===== config.mk =====
export PLATFORM = sky130hd
export DESIGN_NAME = apg_ctrl
export DESIGN_NICKNAME = d
export VERILOG_FILES = /design/src/apg_pkg.sv /design/src/apg_ctrl.sv
export SDC_FILE = /design/constraint.sdc
export NUM_CORES = 1
export LEC_CHECK = 0
export BUFFER_PORTS_ARGS = -buffer_cell sky130_fd_sc_hd__buf_2
export CORE_MARGIN = 3
export CORE_UTILIZATION = 50
export DETAILED_ROUTE_END_ITERATION = 8
export MAX_ROUTING_LAYER = met4
export PLACE_DENSITY = 0.76
export SLEW_MARGIN = 15
export SYNTH_ARGS = -nofsm -noshare
export SYNTH_HDL_FRONTEND = slang
export SYNTH_SLANG_ARGS = --single-unit

===== constraint.sdc =====
create_clock -name clk -period 2.3 [get_ports clk]
set_clock_uncertainty 0.1 [all_clocks]
set_input_delay 0.115 -clock clk [delete_from_list [all_inputs] [get_ports clk]]
set_output_delay 0.115 -clock clk [all_outputs]
set_load 0.02 [all_outputs]

===== src/apg_pkg.sv =====
package apg_pkg;

	localparam int COORD_W           = 48;
	localparam int ANG_IN_W          = 17;
	localparam int ANGLE_FRAC_BITS   = 8;
	localparam int CORDIC_ITERATIONS = 20;

	localparam int FULL_UNITS = 360 << ANGLE_FRAC_BITS;
	localparam int STEP_UNITS = 5 << ANGLE_FRAC_BITS;

	// degree units to 2^32 per turn: a full turn is 45 << 11 units, so the binary
	// angle is (t * 2^21 + 22) / 45; t is split as 45*a + r and both divisions
	// by 45 use a reciprocal multiply that is exact over the operand range
	localparam logic [5:0]  DIV_ODD  = 6'd45;
	localparam logic [26:0] DIV_BIAS = 27'd22;
	localparam logic [17:0] DIV_M1   = 18'd186414;     // ceil(2^23 / 45), operand below 2^17
	localparam logic [27:0] DIV_M2   = 28'd190887436;  // ceil(2^33 / 45), operand below 2^27

	// cordic datapath width, q2.30 plus headroom
	localparam int CW = 33;
	localparam logic signed [CW-1:0] CORDIC_GAIN = 33'sd652032874;

	localparam logic [4:0] DIV_LAST = 5'd2;
	localparam logic [4:0] ROT_LAST = 5'(CORDIC_ITERATIONS - 1);

	localparam logic signed [50:0] SAT_MAX = 51'sh0_7FFF_FFFF_FFFF;
	localparam logic signed [50:0] SAT_MIN = -51'sh0_8000_0000_0000;

	typedef struct packed {
		logic signed [COORD_W-1:0]  center_x;
		logic signed [COORD_W-1:0]  center_y;
		logic signed [COORD_W-1:0]  radius_signed;
		logic        [ANG_IN_W-1:0] start_deg;
		logic        [ANG_IN_W-1:0] finish_deg;
		logic signed [COORD_W-1:0]  z_level;
	} in_word_t;

	typedef struct packed {
		logic signed [COORD_W-1:0] first_x;
		logic signed [COORD_W-1:0] first_y;
		logic signed [COORD_W-1:0] second_x;
		logic signed [COORD_W-1:0] second_y;
		logic signed [COORD_W-1:0] vertex_z;
		logic                      second_valid;
		logic                      last_pair;
	} out_word_t;

	typedef struct packed {
		logic       load;
		logic       vtx_start;
		logic       div_step;
		logic       rot_init;
		logic       rot_step;
		logic       qmap;
		logic       mul_lo;
		logic       mul_hi;
		logic       rnd;
		logic       add;
		logic       axis_y;
		logic       hold;
		logic       emit_pair;
		logic       emit_flush;
		logic       advance;
		logic [4:0] idx;
	} apg_cmd_t;

	typedef struct packed {
		logic final_vtx;
		logic held_present;
		logic out_free;
	} apg_status_t;

	// arctangent of 2^-i as a fraction of a turn, 2^32 per turn
	function automatic logic [31:0] atan_val(input logic [4:0] i);
		logic [31:0] v;
		unique case (i)
			5'd0:  v = 32'h20000000;
			5'd1:  v = 32'h12E4051E;
			5'd2:  v = 32'h09FB385B;
			5'd3:  v = 32'h051111D4;
			5'd4:  v = 32'h028B0D43;
			5'd5:  v = 32'h0145D7E1;
			5'd6:  v = 32'h00A2F61E;
			5'd7:  v = 32'h00517C55;
			5'd8:  v = 32'h0028BE53;
			5'd9:  v = 32'h00145F2F;
			5'd10: v = 32'h000A2F98;
			5'd11: v = 32'h000517CC;
			5'd12: v = 32'h00028BE6;
			5'd13: v = 32'h000145F3;
			5'd14: v = 32'h0000A2FA;
			5'd15: v = 32'h0000517D;
			5'd16: v = 32'h000028BE;
			5'd17: v = 32'h0000145F;
			5'd18: v = 32'h00000A30;
			5'd19: v = 32'h00000518;
			5'd20: v = 32'h0000028C;
			5'd21: v = 32'h00000146;
			5'd22: v = 32'h000000A3;
			5'd23: v = 32'h00000051;
			5'd24: v = 32'h00000029;
			5'd25: v = 32'h00000014;
			5'd26: v = 32'h0000000A;
			5'd27: v = 32'h00000005;
			5'd28: v = 32'h00000003;
			5'd29: v = 32'h00000001;
			5'd30: v = 32'h00000001;
			5'd31: v = 32'h00000000;
		endcase
		return v;
	endfunction

endpackage


===== src/apg_ctrl.sv =====
module apg_ctrl import apg_pkg::*; (
	input  logic        clk,
	input  logic        arst_n,
	input  logic        in_valid,
	output logic        in_ready,
	input  apg_status_t status,
	output apg_cmd_t    cmd
);

	typedef enum logic [15:0] {
		S_IDLE   = 16'b0000_0000_0000_0001,
		S_VSTART = 16'b0000_0000_0000_0010,
		S_DIV    = 16'b0000_0000_0000_0100,
		S_CINIT  = 16'b0000_0000_0000_1000,
		S_ROT    = 16'b0000_0000_0001_0000,
		S_QMAP   = 16'b0000_0000_0010_0000,
		S_MXL    = 16'b0000_0000_0100_0000,
		S_MXH    = 16'b0000_0000_1000_0000,
		S_RX     = 16'b0000_0001_0000_0000,
		S_AX     = 16'b0000_0010_0000_0000,
		S_MYL    = 16'b0000_0100_0000_0000,
		S_MYH    = 16'b0000_1000_0000_0000,
		S_RY     = 16'b0001_0000_0000_0000,
		S_AY     = 16'b0010_0000_0000_0000,
		S_VDONE  = 16'b0100_0000_0000_0000,
		S_FLUSH  = 16'b1000_0000_0000_0000
	} state_t;

	state_t     state_q, state_d;
	logic [4:0] cnt_q, cnt_d;

	assign in_ready = (state_q == S_IDLE);

	always_comb begin
		state_d = state_q;
		cnt_d   = cnt_q;
		cmd     = '0;
		cmd.idx = cnt_q;
		unique case (state_q)
			S_IDLE: begin
				if (in_valid) begin
					cmd.load = 1'b1;
					state_d  = S_VSTART;
				end
			end
			S_VSTART: begin
				cmd.vtx_start = 1'b1;
				cnt_d         = '0;
				state_d       = S_DIV;
			end
			S_DIV: begin
				cmd.div_step = 1'b1;
				if (cnt_q == DIV_LAST) begin
					cnt_d   = '0;
					state_d = S_CINIT;
				end else begin
					cnt_d = cnt_q + 5'd1;
				end
			end
			S_CINIT: begin
				cmd.rot_init = 1'b1;
				cnt_d        = '0;
				state_d      = S_ROT;
			end
			S_ROT: begin
				cmd.rot_step = 1'b1;
				if (cnt_q == ROT_LAST) begin
					cnt_d   = '0;
					state_d = S_QMAP;
				end else begin
					cnt_d = cnt_q + 5'd1;
				end
			end
			S_QMAP: begin
				cmd.qmap = 1'b1;
				state_d  = S_MXL;
			end
			S_MXL: begin
				cmd.mul_lo = 1'b1;
				state_d    = S_MXH;
			end
			S_MXH: begin
				cmd.mul_hi = 1'b1;
				state_d    = S_RX;
			end
			S_RX: begin
				cmd.rnd = 1'b1;
				state_d = S_AX;
			end
			S_AX: begin
				cmd.add = 1'b1;
				state_d = S_MYL;
			end
			S_MYL: begin
				cmd.mul_lo = 1'b1;
				cmd.axis_y = 1'b1;
				state_d    = S_MYH;
			end
			S_MYH: begin
				cmd.mul_hi = 1'b1;
				cmd.axis_y = 1'b1;
				state_d    = S_RY;
			end
			S_RY: begin
				cmd.rnd    = 1'b1;
				cmd.axis_y = 1'b1;
				state_d    = S_AY;
			end
			S_AY: begin
				cmd.add    = 1'b1;
				cmd.axis_y = 1'b1;
				state_d    = S_VDONE;
			end
			S_VDONE: begin
				if (!status.held_present) begin
					cmd.hold = 1'b1;
					if (status.final_vtx) begin
						state_d = S_FLUSH;
					end else begin
						cmd.advance = 1'b1;
						state_d     = S_VSTART;
					end
				end else if (status.out_free) begin
					cmd.emit_pair = 1'b1;
					if (status.final_vtx) begin
						state_d = S_IDLE;
					end else begin
						cmd.advance = 1'b1;
						state_d     = S_VSTART;
					end
				end
			end
			S_FLUSH: begin
				if (status.out_free) begin
					cmd.emit_flush = 1'b1;
					state_d        = S_IDLE;
				end
			end
			default: begin
				state_d = S_IDLE;
			end
		endcase
	end

	always_ff @(posedge clk or negedge arst_n) begin
		if (!arst_n) begin
			state_q <= S_IDLE;
			cnt_q   <= '0;
		end else begin
			state_q <= state_d;
			cnt_q   <= cnt_d;
		end
	end

endmodule


==> metrics <==
CP Launch Type=flop; proportion of layout cells with a drive suffix above 1=52.4%; FILL cells=165; FF-to-FF Start=state_q[9]; clock transition at the registers of the reported paths=0.12 ns; initial antenna violation count=0; Yosys warnings=0; Max IR drop VDD=0.679 mV; Avg WL per Cell=18.7 µm; PD cells=729 nW/µm²; EDFF count, synth=0; Yosys reg bits=21; status=complete, but fails checks; Critical Path RT=approximately 2.1 ns; Placement Rows=19; number of buffers created by CTS=3; Worst Setup End Kind=output port; Max-Cap Viols=0; clock latency on the worst-skew pair=0.32 ns; Area Growth Syn to Fin=53.6%; Avg Cell Area, Syn=9.49 µm²; grt total ovfl=0; CP Max Fanout=4; CP arrival=2.24 ns; CTS tree=done; hold depth=3; synthesized area=1510 µm²; footprint of the multi-input gates=1090 µm²; CP Cell Sequence=or4_4 > buf_6 > nor2_4 > nand2_4 > and4bb_1 > or2_1 > buf_6; nets@finish=242; slowest stage delay, CP=0.56 ns; Post-Place Setup Slack=0.0366 ns; failing checks=negative setup slack; power share of the clock group=11.3%; Yosys cell types=57; Crit Path Category=reg2out; Gate power share=between 60% and 70%; gr usage total=26.9%; internal power=0.939 mW; Die Y=60.9 µm; via count=about 1600; RSZ-0062 raised after global routing=true; critical path buffer and inverter count=2; TNS Setup=-0.923 ns; Synth Flop Type=dfrtp_1; post-route ant nets=0; Die X=about 61 µm; final WL=4940 µm; routability cong.=0.970; post-route minimum period=2.45 ns; sw frac=44.4%; Reg power frac=28.2%; worst hold-check path type=in2reg; Slew Viols, Final=0; vias in the first global route=1571; largest net degree at the start of global routing=22; Slew @ Worst Pin=between 0.4 and 0.5 ns; total power=1.69 mW; DR DRC count=0; ANT cells=0; WHS Endpoint=state_q[14]; 1st-pass router iterations=4; port bufs=26; post-detail-place hpwl=3080 µm; Storage cell area=527 µm²; Synth async-reset ratio=100%; Clock Sinks=21; CP top delay family=simple AND/OR/NAND/NOR gates; Ports=27; Final Util=82.6%; final setup fails=12; Leak Pwr=~1.1 nW; r2r endpoint=cnt_q[3]; most used cell, CP=buf_6; final worst slack=-0.151 ns; r2r setup slk=-0.12 ns; Max clock buf depth=2; FF-to-FF path depth=8; Syn Inst Count=between 150 and 200; first-pass GRT wire length=about 7300 µm; Max-slew headroom=68.6%; critical path's slowest cell=or4_4; Syn Nets=167; Via density=6.14; Fmax=a little over 0.4 GHz; Sw Pwr=~0.75 mW; Hold Fails Final Rpt=0; Clock Tree Root=clkbuf_4; Tcrit/Tclk final=107%; DRT iter0 DRCs=111; HP Start=status[1]; die area=~3700 µm²; H-tree depth=1; Initial Util=53.8%; Core ar.=2810 µm²; register area share after synthesis=around a third
worst max-delay path by stage:
stage / start / end / slack [ns] / cells after the start
floorplan: state_q[9] / cmd[14] / 0.0002 / 5
global placement: state_q[8] / cmd[13] / 0.09 / 7
detailed placement: cnt_q[0] / cnt_q[4] / 0.04 / 7
CTS: state_q[14] / cmd[13] / -0.09 / 7
global route: state_q[9] / cmd[13] / -0.24 / 7
finish: state_q[9] / cmd[12] / -0.15 / 7
through the flow:
step                      instance area [µm²]  instances  hold slack (ns)
after floorplan                          1520        159           -0.281
after global placement                   1800        234         -0.00944
after detailed placement                 1800        234         -0.00416
after CTS                                2120        257           0.0560
after global routing                     2320        264            0.106
final                                    2320        264            0.103
cell usage after synthesis, drive strengths merged, types with 2 or more instances:
library cell  number  share of area [%]
nand2             10                2.5
nor3               6                2.0
or4                5                3.5
a31oi              4                1.7
nor3b              3                1.5
or4b               4                2.9
inv                7                1.7
nand2b             4                1.7
mux2               2                1.5
xnor2              4                2.3
nand3              4                1.7
or2                4                1.7
or3b               3                1.7
nand4              6                2.5
nand3b             2               0.99
nor2              25                6.4
dfrtp             20                 33
o221a              2                1.5
buf                6                4.6
xor2               2                1.2
nor4              10                6.8
a21oi              2               0.66
ha                 2                1.7
repair_timing:
| action | 4_1_cts | 5_1_grt |
|---|---|---|
| endpoints found under the hold margin | 23 | 0 |
| buffers inserted | 16 | 7 |
| resized for setup | 29 | 34 |
| hold buffers | 3 | 0 |
| endpoints found under the setup margin | 11 | 17 |
| pin swaps | 11 | 15 |
cell families after synthesis:
logic type	Yosys count	share of synthesized area, %
xor+xnor	6	3.48
compound gates	21	12.1
fa+ha+maj	2	1.66
simple gates	94	40.1
mux	2	1.49
buf+inv	13	6.30
flops	21	34.9
power by group through the flow:
| stage | registers (mW) | clock network, mW | logic, mW |
|---|---|---|---|
| after floorplan | 0.516 | 0 | 0.471 |
| after global placement | 0.476 | 0 | 0.718 |
| after detailed placement | 0.481 | 0 | 0.754 |
| after CTS | 0.475 | 0.185 | 0.845 |
| after global routing | 0.484 | 0.206 | 1.09 |
| final | 0.476 | 0.190 | 1.02 |
registers in the layout, summed over array words and instances (netlist names):
signal and flops:
state_q 16, cnt_q 5
worst reg2reg max path, delay by kind of cell (launching register included):
family / cells / cell delay [ns]
buf+inv: 3 / 0.40
mux: 1 / 0.32
flops: 1 / 0.42
simple gates: 4 / 1.10
cells in the final DEF, fill, tap and decap left out, types with 2 or more instances in the layout:
cell           Yosys  layout
buf_2              0      14
nand2b_4           0       2
nand2_1           10       8
nor4_4             1       6
nor2_2             1       2
a21oi_1            2       2
inv_1              7       7
nor2_1            24      20
xor2_1             2       2
mux2_4             0       2
buf_4              2      43
ha_1               2       2
a31oi_1            4       4
nor2_4             0       3
nor3b_2            0       3
nor4_1             5       3
nand3b_1           2       2
nor3_2             0       3
or2_1              2       2
dfrtp_1           20      20
xnor2_1            4       4
buf_6              3      15
or3b_2             3       2
or4b_4             1       3
nand3_1            3       3
or4_4              4       4
dlygate4sd3_1      0       3
nand4_1            6       6
clkbuf_4           0       3
nand2b_1           4       2
nor3_1             6       2
routing by layer:
layer,vias to the layer above,track usage (%),part of all wire [%]
li1,741,-,-
met1,795,32.1,38
met2,75,46.0,53
met3,9,3.62,7.5
met4,0,9.60,1.3
met5,-,-,0
final cells by class:
| cell class | instances | share of cell area (%) |
|---|---|---|
| Multi-Input combinational cell | 125 | 46.9 |
| Sequential cell | 21 | 22.7 |
| Clock buffer | 3 | 0.972 |
| Inverter | 7 | 1.13 |
| Clock inverter | 1 | 0.216 |
| Tap cell | 31 | 1.67 |
| Timing Repair Buffer | 76 | 26.4 |
Note: power is estimated with default switching activity, not from simulation.
